<file path="src/design/apfp_pkg.sv">
// Shared types and constants for the addressed packet frame parser.
package apfp_pkg;

    localparam logic [7:0] SYNC_BYTE = 8'h5E;
    localparam logic [7:0] ABORT_BYTE = 8'h0B;
    localparam logic [7:0] OWN_ADDRESS_RESET = 8'd69;

    typedef enum logic [2:0] {
        EV_NONE        = 3'd0,
        EV_HEADER_OK   = 3'd1,
        EV_PACKET_OK   = 3'd2,
        EV_HEADER_BAD  = 3'd3,
        EV_PAYLOAD_BAD = 3'd4,
        EV_TOO_LONG    = 3'd5
    } event_t;

    typedef enum logic [7:0] {
        ST_SYNC1     = 8'b0000_0001,
        ST_SYNC2     = 8'b0000_0010,
        ST_ADDRESS   = 8'b0000_0100,
        ST_FLAGS     = 8'b0000_1000,
        ST_HDR_CHECK = 8'b0001_0000,
        ST_LENGTH    = 8'b0010_0000,
        ST_PAYLOAD   = 8'b0100_0000,
        ST_PAY_CHECK = 8'b1000_0000
    } parse_state_t;

    typedef struct packed {
        event_t     event_res;
        logic       echo_valid;
        logic       payload_valid;
        logic [4:0] payload_index;
        logic [7:0] payload_byte;
        logic       for_me;
        logic [7:0] frame_address;
        logic [7:0] frame_flags;
    } result_t;

endpackage

</file>
<file path="src/design/apfp_parser.sv">
// Frame state machine: holds the parse state and computes the result of each byte.
module apfp_parser
    import apfp_pkg::*;
#(
    parameter int MAX_PAYLOAD = 32
)
(
    input  logic       clk,
    input  logic       rst_n,
    input  logic       accept,
    input  logic [7:0] rx_byte,
    input  logic [7:0] own_address,
    output result_t    res
);

    localparam logic [7:0] MaxLen = 8'(MAX_PAYLOAD);

    parse_state_t state_reg, state_next;
    logic [7:0] address_reg, address_next;
    logic [7:0] flags_reg, flags_next;
    logic [7:0] length_reg, length_next;
    logic [7:0] seen_reg, seen_next;
    logic [7:0] xor_reg, xor_next;
    logic       mine;

    always_comb
    begin
        state_next   = state_reg;
        address_next = address_reg;
        flags_next   = flags_reg;
        length_next  = length_reg;
        seen_next    = seen_reg;
        xor_next     = xor_reg;
        mine         = (address_reg == own_address);

        res               = '0;
        res.event_res     = EV_NONE;

        if (rx_byte == ABORT_BYTE)
        begin
            state_next = ST_SYNC1;
        end
        else
        begin
            unique case (state_reg)
                ST_SYNC1:
                begin
                    if (rx_byte == SYNC_BYTE)
                    begin
                        state_next = ST_SYNC2;
                    end
                end
                ST_SYNC2:
                begin
                    if (rx_byte == SYNC_BYTE)
                    begin
                        state_next = ST_ADDRESS;
                    end
                end
                ST_ADDRESS:
                begin
                    address_next = rx_byte;
                    state_next   = ST_FLAGS;
                end
                ST_FLAGS:
                begin
                    flags_next = rx_byte;
                    state_next = ST_HDR_CHECK;
                end
                ST_HDR_CHECK:
                begin
                    state_next = ST_LENGTH;
                    if (mine)
                    begin
                        if (rx_byte == (address_reg ^ flags_reg))
                        begin
                            res.event_res  = EV_HEADER_OK;
                            res.echo_valid = 1'b1;
                        end
                        else
                        begin
                            res.event_res = EV_HEADER_BAD;
                            state_next    = ST_SYNC1;
                        end
                    end
                end
                ST_LENGTH:
                begin
                    length_next = rx_byte;
                    seen_next   = '0;
                    xor_next    = rx_byte;
                    if (rx_byte > MaxLen)
                    begin
                        res.event_res = EV_TOO_LONG;
                        state_next    = ST_SYNC1;
                    end
                    else if (rx_byte == 8'd0)
                    begin
                        state_next = ST_PAY_CHECK;
                    end
                    else
                    begin
                        state_next = ST_PAYLOAD;
                    end
                end
                ST_PAYLOAD:
                begin
                    res.payload_valid = 1'b1;
                    res.payload_index = seen_reg[4:0];
                    res.payload_byte  = rx_byte;
                    xor_next          = xor_reg ^ rx_byte;
                    seen_next         = seen_reg + 8'd1;
                    if (seen_next == length_reg)
                    begin
                        state_next = ST_PAY_CHECK;
                    end
                end
                ST_PAY_CHECK:
                begin
                    if (mine)
                    begin
                        if (rx_byte == xor_reg)
                        begin
                            res.event_res  = EV_PACKET_OK;
                            res.echo_valid = 1'b1;
                        end
                        else
                        begin
                            res.event_res = EV_PAYLOAD_BAD;
                        end
                    end
                    state_next = ST_SYNC1;
                end
                default:
                begin
                    state_next = ST_SYNC1;
                end
            endcase
        end

        res.for_me        = (address_next == own_address);
        res.frame_address = address_next;
        res.frame_flags   = flags_next;
    end

    always_ff @(posedge clk or negedge rst_n)
    begin
        if (!rst_n)
        begin
            state_reg   <= ST_SYNC1;
            address_reg <= '0;
            flags_reg   <= '0;
            length_reg  <= '0;
            seen_reg    <= '0;
            xor_reg     <= '0;
        end
        else if (accept)
        begin
            state_reg   <= state_next;
            address_reg <= address_next;
            flags_reg   <= flags_next;
            length_reg  <= length_next;
            seen_reg    <= seen_next;
            xor_reg     <= xor_next;
        end
    end

endmodule

</file>
<file path="src/design/apfp_result_reg.sv">
// Output register holding one result item until the receiver takes it.
module apfp_result_reg
    import apfp_pkg::*;
(
    input  logic    clk,
    input  logic    rst_n,
    input  logic    load,
    input  result_t res_in,
    input  logic    taken,
    output logic    valid,
    output result_t res_out
);

    logic    valid_reg;
    result_t res_reg;

    always_ff @(posedge clk or negedge rst_n)
    begin
        if (!rst_n)
        begin
            valid_reg <= 1'b0;
        end
        else if (load)
        begin
            valid_reg <= 1'b1;
        end
        else if (taken)
        begin
            valid_reg <= 1'b0;
        end
    end

    always_ff @(posedge clk)
    begin
        if (load)
        begin
            res_reg <= res_in;
        end
    end

    assign valid   = valid_reg;
    assign res_out = res_reg;

endmodule

</file>
<file path="src/design/addressed_packet_frame_parser.sv">
// Top level of the addressed packet frame parser.
// Takes one received byte per item and returns one result item per byte. Items are
// registered and appear in the cycle after their byte is taken, one item per cycle;
// the single output register sets that rate, and a new item is taken whenever that
// register is empty or is being emptied in the same cycle. Frames start with two '^'
// bytes, 0x0B aborts any frame, and header/payload checks apply only to own_address.
module addressed_packet_frame_parser
    import apfp_pkg::*;
#(
    parameter int MAX_PAYLOAD = 32
)
(
    input  logic       clk,
    input  logic       rst_n,
    input  logic       cfg_wr_en,
    input  logic [7:0] cfg_wr_data,
    input  logic       in_valid,
    output logic       in_stall,
    input  logic [7:0] rx_byte,
    output logic       out_valid,
    input  logic       out_stall,
    output logic [2:0] event_res,
    output logic       echo_valid,
    output logic       payload_valid,
    output logic [4:0] payload_index,
    output logic [7:0] payload_byte,
    output logic       for_me,
    output logic [7:0] frame_address,
    output logic [7:0] frame_flags
);

    logic [7:0] own_address_reg;
    logic       accept;
    result_t    step_res;
    result_t    out_res;

    always_ff @(posedge clk or negedge rst_n)
    begin
        if (!rst_n)
        begin
            own_address_reg <= OWN_ADDRESS_RESET;
        end
        else if (cfg_wr_en)
        begin
            own_address_reg <= cfg_wr_data;
        end
    end

    assign in_stall = out_valid && out_stall;
    assign accept   = in_valid && !in_stall;

    apfp_parser #(
        .MAX_PAYLOAD(MAX_PAYLOAD)
    ) u_parser (
        .clk        (clk),
        .rst_n      (rst_n),
        .accept     (accept),
        .rx_byte    (rx_byte),
        .own_address(own_address_reg),
        .res        (step_res)
    );

    apfp_result_reg u_result (
        .clk    (clk),
        .rst_n  (rst_n),
        .load   (accept),
        .res_in (step_res),
        .taken  (!out_stall),
        .valid  (out_valid),
        .res_out(out_res)
    );

    assign event_res     = out_res.event_res;
    assign echo_valid    = out_res.echo_valid;
    assign payload_valid = out_res.payload_valid;
    assign payload_index = out_res.payload_index;
    assign payload_byte  = out_res.payload_byte;
    assign for_me        = out_res.for_me;
    assign frame_address = out_res.frame_address;
    assign frame_flags   = out_res.frame_flags;

endmodule
</file>
<file path="config.mk">
export PLATFORM = sky130hd
export DESIGN_NAME = addressed_packet_frame_parser
export DESIGN_NICKNAME = d
export VERILOG_FILES = /design/src/design/apfp_pkg.sv /design/src/design/apfp_parser.sv /design/src/design/apfp_result_reg.sv /design/src/design/addressed_packet_frame_parser.sv
export SDC_FILE = /design/constraint.sdc
export NUM_CORES = 1
export LEC_CHECK = 0
export ABC_AREA = 1
export BUFFER_PORTS_ARGS = -buffer_cell sky130_fd_sc_hd__buf_2
export CORE_UTILIZATION = 30
export CTS_CLUSTER_DIAMETER = 30
export CTS_CLUSTER_SIZE = 20
export DETAILED_ROUTE_END_ITERATION = 12
export GPL_TIMING_DRIVEN = 0
export PLACE_DENSITY = 0.54
export SLEW_MARGIN = 10
export SYNTH_ARGS = -nofsm -noshare
export SYNTH_HDL_FRONTEND = slang
export SYNTH_SLANG_ARGS = --single-unit
</file>
<file path="constraint.sdc">
create_clock -name clk -period 6.55 [get_ports clk]
set_input_delay 0.655 -clock clk [delete_from_list [all_inputs] [get_ports clk]]
set_output_delay 0.655 -clock clk [all_outputs]
set_load 0.01 [all_outputs]
</file>
==> impl_metrics.py, run 1 <==
metrics = {
    "status": {
        "status": "finished, final reports clean",
    },
    "timing": {
        "finClkSkew_ns": 0.00836,
        "worst_pin_slew_ns": 0.798,
        "finalCritPeriodShare_pct": 36.8,
        "fin_ws_ns": 4.14,
        "finalWorstPathRequiredPeriod_ns": 2.41,
        "finalMaxSlewViolations": 0,
        "setup_violations": 0,
        "max_clock_freq_mhz": 415,
        "rsz0062_at_grt": "no",
        "finalHoldViolations": 0,
        "tns_ns": 0,
        "slew_headroom_pct": 46.8,
    },
    "synth": {
        "synth_compound_area_share_pct": 7.82,
        "ys_types": 38,
        "synth_edf_count": 35,
        "syn_area_um2": 4960,
        "yosys_warnings": 0,
        "ys_ff_latch": 92,
        "synth_top_family_by_area": "simple AND/OR/NAND/NOR gates",
        "synth_top_area_share_pct": 26.8,
        "synthMuxAreaShare_pct": 0,
        "synth_xor_area_share_pct": 1.77,
        "syn_inst": 634,
        "syn_area_per_cell_um2": 7.82,
        "ys_seq_area_share_pct": 50.1,
        "yosys_most_used_dff": "dfrtp_1",
        "yosys-top-cells-area": "dfrtp_1, edfxtp_1, nand2_1",
        "async_flop_share_pct": 62.0,
        "synth_simple_gate_area_share_pct": 32.9,
        "synth-adder-area-share_pct": 0.252,
        "syn_nets": 656,
        "yosys.area.top_type": "dfrtp_1",
    },
    "floorplanning": {
        "pin_count": 58,
        "dieHeight_um": 131,
        "die_w_um": 131,
        "start_util_pct": 31.0,
        "dieArea_um2": 17000,
        "fp-row-count": 46,
        "core_um2": 16000,
    },
    "clock_network": {
        "cts-root-buf": "clkbuf_16",
        "cts-buffers-inserted": 9,
        "cts_hold_buf": 0,
        "cts_tree": "done",
        "clock_path_buffers": 2,
        "htree_levels": 3,
        "clock_latency_ns": 0.36,
        "cts_sinks": 92,
        "postCtsSetupBuffers": 0,
        "cts.repair.resized": 0,
        "clk_pin_slew_ns": 0.06,
    },
    "worst_setup_path": {
        "startpoint_type": "input port",
        "cpPeakStageDelay_ns": 0.55,
        "crit_path_start": "out_stall",
        "r2r_slack_ns": 4.15,
        "critPathMaxFanout": 25,
        "critPathRequiredTime_ns": 6.60,
        "cp.depth": 7,
        "r2r-end": "u_result.res_out[33]",
        "worstPathCellList": "buf_2 > nand2_1 > inv_1 > nor2_1 > clkbuf_1 > clkbuf_2 > buf_12",
        "endpoint_kind": "flip-flop",
        "path_delay_family": "buffers and inverters",
        "path_class": "in -> reg",
        "critPathSlowestCell": "clkbuf_2",
        "timing.rr.start": "u_result.valid",
        "crit_end": "u_result.res_out[33]",
        "ff2ff_path_depth": 6,
        "crit_buf_inv": 5,
        "cp.arrival_ns": 2.47,
    },
    "final_layout": {
        "nets": 724,
        "syn_to_final_growth_pct": 16.7,
        "final_cell_mix": "nand2_1, inv_1, buf_2, nor2_1, dfrtp_1",
        "drive_gt1_share_pct": 16.1,
        "mostFrequentLayoutCell": "nand2_1",
        "fillers": 1716,
        "n_antenna_cell": 0,
        "final_cells": 922,
        "largest_reg_flops": 35,
        "finalInstanceArea_um2": 5790,
    },
    "global_route": {
        "grt_util_all_layers_pct": 16.8,
        "grt_pass1_wl_um": 21400,
        "grt_overflow": 0,
        "grt_pass1_vias": 4195,
        "antenna_found_initial": 0,
        "grt_max_degree": 58,
    },
    "pwr": {
        "seqPwrFrac_pct": 42.6,
        "peakVddDrop_uv": 215,
        "switching_share_pct": 38.2,
        "clockPowerShare_pct": 23.1,
        "pwr-share-comb_pct": 34.2,
        "power.switching_uw": 779,
        "intPower_mw": 1.26,
        "leakagePower_nw": 2.87,
        "power.density_nw_per_um2": 352,
        "power.total_mw": 2.04,
    },
    "placement": {
        "place_congestion": 0.837,
        "postPlaceCellArea_um2": 5530,
        "place_inst": 907,
        "port_buffers": 56,
        "preCtsSetupSlack_ns": 3.71,
        "dp_hpwl_um": 9290,
    },
    "drt": {
        "ant_nets": 0,
        "routed_via_density": 4.68,
        "drc": 0,
        "vias": 4316,
        "routedWlPerCell_um": 14.0,
        "drt_iter0_drc": 294,
        "dr.pass1.iters": 5,
        "drt-total-wl_um": 12900,
    },
    "min_path": {
        "hp-class": "in -> async",
    },
    "job": {
        "drv_cap": 0,
    },
}
routing by layer:
metal  share of wire, %  GRT usage, %  up-vias
li1                   -             -     2187
met5                  0             0        -
met1                 48          21.9     2019
met2                 46          27.4       94
met4                1.6          5.34        0
met3                4.1          4.32       16
worst min-delay path by stage:
| stage | startpoint | depth (start not counted) | end | slack, ns |
|---|---|---|---|---|
| after global placement | u_parser.state_reg[6] | 2 | u_parser.state_reg[6] | 0.47 |
| after CTS | rst_n | 1 | own_address_reg[3] | 0.42 |
| after floorplan | rst_n | 0 | own_address_reg[1] | 0.36 |
| final | rst_n | 1 | u_parser.seen_reg[0] | 0.38 |
| after global routing | rst_n | 1 | u_parser.address_reg[6] | 0.45 |
| after detailed placement | u_parser.state_reg[6] | 2 | u_parser.state_reg[6] | 0.47 |
synthesized netlist by cell type, drive strengths merged (2+ instances only):
library cell,count
nand3b,9
buf,6
clkbuf,6
o21a,2
dfstp,4
xor2,7
xnor2,3
nand3,51
nor2,61
a31oi,6
nand2,233
nand4,13
o21ai,44
inv,76
a21oi,11
edfxtp,35
o22ai,6
dfrtp,53
nor3,3
kinds of logic (layout without fill, tap and decap cells):
| kind of cell | count (synthesis) | after routing |
|---|---|---|
| and+or+nand+nor | 372 | 372 |
| DFF | 92 | 92 |
| buffers and inverters | 89 | 161 |
| AOI/OAI and AO/OA | 70 | 70 |
| xor gates and xnor gates | 10 | 10 |
| adders and majority gates | 1 | 1 |
metrics by stage:
step                      hold slack, ns  utilization, %
after floorplan                    0.359               -
after global placement             0.466            34.4
after detailed placement           0.468            34.6
after CTS                          0.422            36.2
after global routing               0.449            36.2
final                              0.383            36.2
cell type report:
type	instances	area (µm²)	area share, %
plain buffers	12	66.3	1.15
repair buffers	57	303	5.23
well taps	216	270	4.67
clock buffers	12	236	4.09
multi-input cells	453	2120	36.7
inverters	77	289	5.00
flip-flops and latches	92	2480	42.9
clock inverters	3	17.5	0.303
power by group through the flow:
stage	registers [mW]	logic (mW)	clock network, mW
after floorplan	0.868	0.509	0
after global placement	0.877	0.691	0
after detailed placement	0.875	0.698	0
after CTS	0.867	0.702	0.486
after global routing	0.889	0.809	0.505
final	0.869	0.698	0.472
worst reg2reg max path, stage by stage, from the launching register on:
cell and delay [ns]:
dfrtp_1 0.38, nand2_1 0.07, inv_1 0.05, nor2_1 0.29
clkbuf_1 0.49, clkbuf_2 0.55, buf_12 0.26
(Power assumes the default switching activity.)
==> run 2: changes to the inputs <==
Clock period 6.55 ns to 2.45 ns, I/O delays scaled along.
==> run 2 against run 1 <==
Net effect:
- routed wire length is 2.0% lower
- largest power group unchanged
- combinational power grew to 2.7 times the previous value
- first-iteration DRC count down 23%
- sequential cell count is the same
- die area stayed put
- count of clock-buffer cells in the layout grew 2
- register-to-register slack got worse by 3.8 ns
==> impl_metrics.py, run 2 (synthesized netlist as in run 1, its figures left out) <==
metrics = {
    "min_path": {
        "whs_path_depth": 3,
        "hp-class": "in -> reg",
    },
    "final_layout": {
        "syn_to_final_growth_pct": 17.7,
        "nets": 725,
        "n_antenna_cell": 0,
        "mostFrequentLayoutCell": "nand2_1",
        "final_cell_mix": "nand2_1, inv_1, buf_2, nor2_1, dfrtp_1",
        "largest_reg_flops": 35,
        "drive_gt1_share_pct": 16.0,
        "final_cells": 924,
    },
    "worst_setup_path": {
        "startpoint_type": "flip-flop",
        "worstPathCellList": "nand2_1 > inv_1 > nor2_1 > clkbuf_1 > buf_6",
        "cpPeakStageDelay_ns": 0.50,
        "endpoint_kind": "flip-flop",
        "critPathMaxFanout": 44,
        "cp.arrival_ns": 2.12,
        "critPathSlowestCell": "clkbuf_1",
        "critPathRequiredTime_ns": 2.45,
        "ff2ff_path_depth": 5,
        "path_class": "reg -> reg",
    },
    "placement": {
        "dp_hpwl_um": 9150,
        "port_buffers": 56,
        "place_inst": 907,
        "place_congestion": 0.843,
    },
    "floorplanning": {
        "die_w_um": 131,
        "core_um2": 16000,
        "dieHeight_um": 131,
        "start_util_pct": 31.0,
        "pin_count": 58,
        "dieArea_um2": 17000,
        "fp-row-count": 46,
    },
    "drt": {
        "dr.pass1.iters": 4,
        "ant_nets": 0,
        "drc": 0,
        "drt-total-wl_um": 12600,
        "drt_iter0_drc": 227,
        "vias": 4219,
        "routedWlPerCell_um": 13.7,
        "routed_via_density": 4.57,
    },
    "timing": {
        "setup_violations": 0,
        "finalWorstPathRequiredPeriod_ns": 2.12,
        "finalHoldViolations": 0,
        "max_clock_freq_mhz": 472,
        "tns_ns": 0,
        "finalMaxSlewViolations": 0,
        "finalCritPeriodShare_pct": 86.6,
        "rsz0062_at_grt": "no",
        "worst_pin_slew_ns": 0.582,
        "slew_headroom_pct": 61.2,
        "finClkSkew_ns": 0.00874,
    },
    "clock_network": {
        "htree_levels": 3,
        "clock_path_buffers": 2,
        "cts_tree": "done",
        "clk_pin_slew_ns": 0.06,
        "clock_latency_ns": 0.35,
        "postCtsSetupBuffers": 0,
        "cts-root-buf": "clkbuf_16",
        "cts_sinks": 92,
        "cts-buffers-inserted": 9,
    },
    "global_route": {
        "grt_pass1_wl_um": 21200,
        "grt_overflow": 0,
        "grt_max_degree": 58,
        "grt_pass1_vias": 4039,
        "antenna_found_initial": 0,
        "grt_util_all_layers_pct": 16.5,
    },
    "job": {
        "drv_cap": 0,
    },
    "pwr": {
        "leakagePower_nw": 2.90,
        "peakVddDrop_uv": 583,
        "power.density_nw_per_um2": 949,
    },
    "status": {
        "status": "finished, final reports clean",
    },
}
## run 2: cell types whose count changed in the layout (fill, tap and decap cells not counted), sizes merged
cell         previous run  this run
buf                    63        64
clkinv                  3         2
clkinvlp                1         0
clkbuf                 18        19
bufinv                  0         1
dlygate4sd3             0         1
## run 2: repair_timing
action / in CTS / in global routing
endpoints found under the hold margin: 53 / 0
endpoints found under the setup margin: 44 / 44
gates resized for setup: 1 / 2
hold buffers: 1 / 0
pin swaps: 0 / 0
## run 2: where the power goes
group | switching [mW] | internal [mW] | total (mW)
logic | 1.19 | 0.669 | 1.86
registers | 0.301 | 2.02 | 2.32
clock network | 0.563 | 0.791 | 1.35
total | 2.06 | 3.48 | 5.54
## run 2: per-stage QoR
step / instance area, µm² / total power [mW] / hold WS [ns] / worst slack [ns] / utilization [%]
2_1_floorplan: 4960 / 3.68 / -0.0506 / 0.471 / -
3_3_place_gp: 5510 / 4.19 / 0.448 / -0.254 / 34.4
3_5_place_dp: 5540 / 4.21 / 0.269 / -0.269 / 34.6
4_1_cts: 5830 / 5.59 / 0.0833 / 0.0462 / 36.4
5_1_grt: 5830 / 5.98 / 0.112 / 0.0973 / 36.5
6_report: 5830 / 5.54 / 0.0953 / 0.329 / 36.5
## run 2: critical path, delay by kind of cell, from the launching register on
| kind | cells | cell delay [ns] |
|---|---|---|
| DFF | 1 | 0.38 |
| buffers and inverters | 3 | 0.99 |
| and+or+nand+nor | 2 | 0.37 |
## run 2: final cells by class
class,count,area (µm²)
fillers,1686,10200
flip-flops and latches,92,2480
multi-input cells,453,2120
repair buffers,58,320
inverters,77,289
well taps,216,270
clock buffers,14,244
plain buffers,12,72.6
clock inverters,2,35.0
## run 2: path summary, 6_finish.rpt
kind,from,slack [ns],to
max,u_result.valid,0.33,u_result.res_out[20]
max in group asynchronous,rst_n,1.70,u_parser.state_reg[0]
min reg2reg,u_parser.state_reg[6],0.48,u_parser.state_reg[6]
min,cfg_wr_data[7],0.1,own_address_reg[7]
min in group asynchronous,rst_n,0.42,u_parser.seen_reg[7]
max reg2reg,u_result.valid,0.33,u_result.res_out[20]
## run 2: metal layers
| metal | up-vias | share of wire [%] | wire (µm) | global-route usage, % |
|---|---|---|---|---|
| met5 | - | 0 | 0 | 0 |
| met4 | 0 | 1.5 | 195 | 4.80 |
| met3 | 16 | 4.4 | 557 | 4.15 |
| met2 | 93 | 45 | 5640 | 25.6 |
| met1 | 1920 | 49 | 6240 | 22.6 |
| li1 | 2190 | - | - | - |
==> run 3: changes to the inputs <==
Settings changed: CELL_PAD_IN_SITES_DETAIL_PLACEMENT set to 1, CELL_PAD_IN_SITES_GLOBAL_PLACEMENT set to 1, PLACE_DENSITY 0.54 to 0.66.
==> run 3 against run 2 <==
Net effect:
- global-route usage is 2.2 points higher
- routed wire length is 16% higher
- critical endpoint is now u_result.res_out[29]
- total power increased by 3.3%
- highest routed layer unchanged
==> impl_metrics.py, run 3 (synthesized netlist as in run 1, its figures left out) <==
metrics = {
    "job": {
        "drv_cap": 0,
    },
    "worst_setup_path": {
        "critPathRequiredTime_ns": 2.44,
        "critPathSlowestCell": "buf_4",
        "cpPeakStageDelay_ns": 0.61,
        "cp.arrival_ns": 2.26,
        "worstPathCellList": "nand2_1 > inv_1 > nor2_1 > clkbuf_1 > buf_4",
        "endpoint_kind": "flip-flop",
        "path_class": "reg -> reg",
        "startpoint_type": "flip-flop",
        "critPathMaxFanout": 44,
    },
    "floorplanning": {
        "pin_count": 58,
        "fp-row-count": 46,
        "start_util_pct": 31.0,
        "die_w_um": 131,
        "dieArea_um2": 17000,
        "dieHeight_um": 131,
        "core_um2": 16000,
    },
    "timing": {
        "max_clock_freq_mhz": 442,
        "finalHoldViolations": 0,
        "finalCritPeriodShare_pct": 92.4,
        "fin_ws_ns": 0.187,
        "setup_violations": 0,
        "worst_pin_slew_ns": 0.590,
        "slew_headroom_pct": 60.7,
        "finClkSkew_ns": 0.00669,
        "finalWorstPathRequiredPeriod_ns": 2.26,
        "rsz0062_at_grt": "no",
        "finalMaxSlewViolations": 0,
    },
    "final_layout": {
        "fillers": 2012,
        "nets": 725,
        "n_antenna_cell": 0,
        "mostFrequentLayoutCell": "nand2_1",
        "register_area_um2": 2480,
        "final_cell_mix": "nand2_1, inv_1, buf_2, nor2_1, dfrtp_1",
        "syn_to_final_growth_pct": 18.0,
        "drive_gt1_share_pct": 16.2,
        "multi_input_area_um2": 2120,
        "largest_reg_flops": 35,
        "fin_util_pct": 36.6,
    },
    "global_route": {
        "grt_overflow": 0,
        "grt_pass1_vias": 4770,
        "grt_util_all_layers_pct": 18.7,
        "grt_max_degree": 58,
        "antenna_found_initial": 0,
        "grt_pass1_wl_um": 23900,
    },
    "clock_network": {
        "clock_path_buffers": 2,
        "cts_tree": "done",
        "cts-root-buf": "clkbuf_16",
        "htree_levels": 3,
        "cts_sinks": 92,
        "clk_pin_slew_ns": 0.07,
        "cts-buffers-inserted": 9,
        "clock_latency_ns": 0.36,
    },
    "drt": {
        "drc": 0,
        "ant_nets": 0,
        "drt-total-wl_um": 14600,
        "dr.pass1.iters": 4,
        "drt_iter0_drc": 195,
        "vias": 4433,
        "routed_via_density": 4.80,
        "routedWlPerCell_um": 15.8,
    },
    "pwr": {
        "clockPowerShare_pct": 25.6,
        "pwr-share-comb_pct": 33.8,
        "switching_share_pct": 38.2,
        "power.density_nw_per_um2": 978,
        "power.switching_mw": 2.18,
        "intPower_mw": 3.54,
        "seqPwrFrac_pct": 40.7,
        "peakVddDrop_uv": 359,
        "leakagePower_nw": 2.91,
    },
    "min_path": {
        "hp-class": "in -> reg",
    },
    "status": {
        "status": "finished, final reports clean",
    },
    "placement": {
        "place_congestion": 0.791,
        "preCtsSetupSlack_ns": -0.274,
        "dp_hpwl_um": 10900,
        "port_buffers": 56,
    },
}
==> run 3: repair_timing <==
item / CTS / global route
buffers inserted: 0 / 0
hold endpoints to repair: 53 / 0
gates resized for setup: 1 / 1
setup endpoints to repair: 44 / 44
hold buffers: 1 / 0
==> run 3: power by group through the flow <==
stage | sequential [mW] | combinational (mW) | clock (mW)
global placement | 2.33 | 1.83 | 0
floorplan | 2.32 | 1.36 | 0
detailed placement | 2.35 | 1.94 | 0
CTS | 2.33 | 1.96 | 1.49
global route | 2.38 | 2.21 | 1.53
finish | 2.33 | 1.93 | 1.46
==> run 3: layout make-up <==
| cell class | instances | share of cell area, % |
|---|---|---|
| Timing Repair Buffer | 58 | 5.47 |
| Clock inverter | 2 | 0.599 |
| Clock buffer | 14 | 4.51 |
| Multi-Input combinational cell | 453 | 36.2 |
| Tap cell | 216 | 4.62 |
| Buffer | 12 | 1.18 |
| Sequential cell | 92 | 42.4 |
| Inverter | 77 | 4.94 |
==> run 3: through the flow <==
step	TNS, ns	std cells	power, mW	hold WS [ns]	instance area, µm²
after detailed placement	-11.61	907	4.30	0.274	5540
after floorplan	0	634	3.68	-0.0506	4960
after global routing	0	924	6.13	0.0947	5850
final	0	924	5.72	0.0832	5850
after global placement	-9.23	906	4.17	0.447	5510
after CTS	0	924	5.78	0.0763	5850
==> run 3: path summary, 6_finish.rpt <==
check	startpoint	to	slack, ns	cells after the start
max	u_result.valid	u_result.res_out[29]	0.19	5
min	cfg_wr_data[7]	own_address_reg[7]	0.08	3
max reg2reg	u_result.valid	u_result.res_out[29]	0.19	5
min reg2reg	u_result.valid	u_result.valid	0.49	2
max in group asynchronous	rst_n	own_address_reg[6]	1.70	3
min in group asynchronous	rst_n	u_parser.state_reg[5]	0.43	3
==> run 3: per-layer routing <==
layer / share of wire, % / global-route usage, % / up-vias
met5: 0 / 0 / -
met4: 2.0 / 7.10 / 0
met3: 2.7 / 3.66 / 18
met2: 50 / 33.5 / 60
met1: 45 / 22.1 / 2178
li1: - / - / 2177
==> run 3: critical path: cells and delay by family (launching register included) <==
kind / cells / cell delay (ns)
simple gates: 2 / 0.36
buf+inv: 3 / 1.15
flops: 1 / 0.37
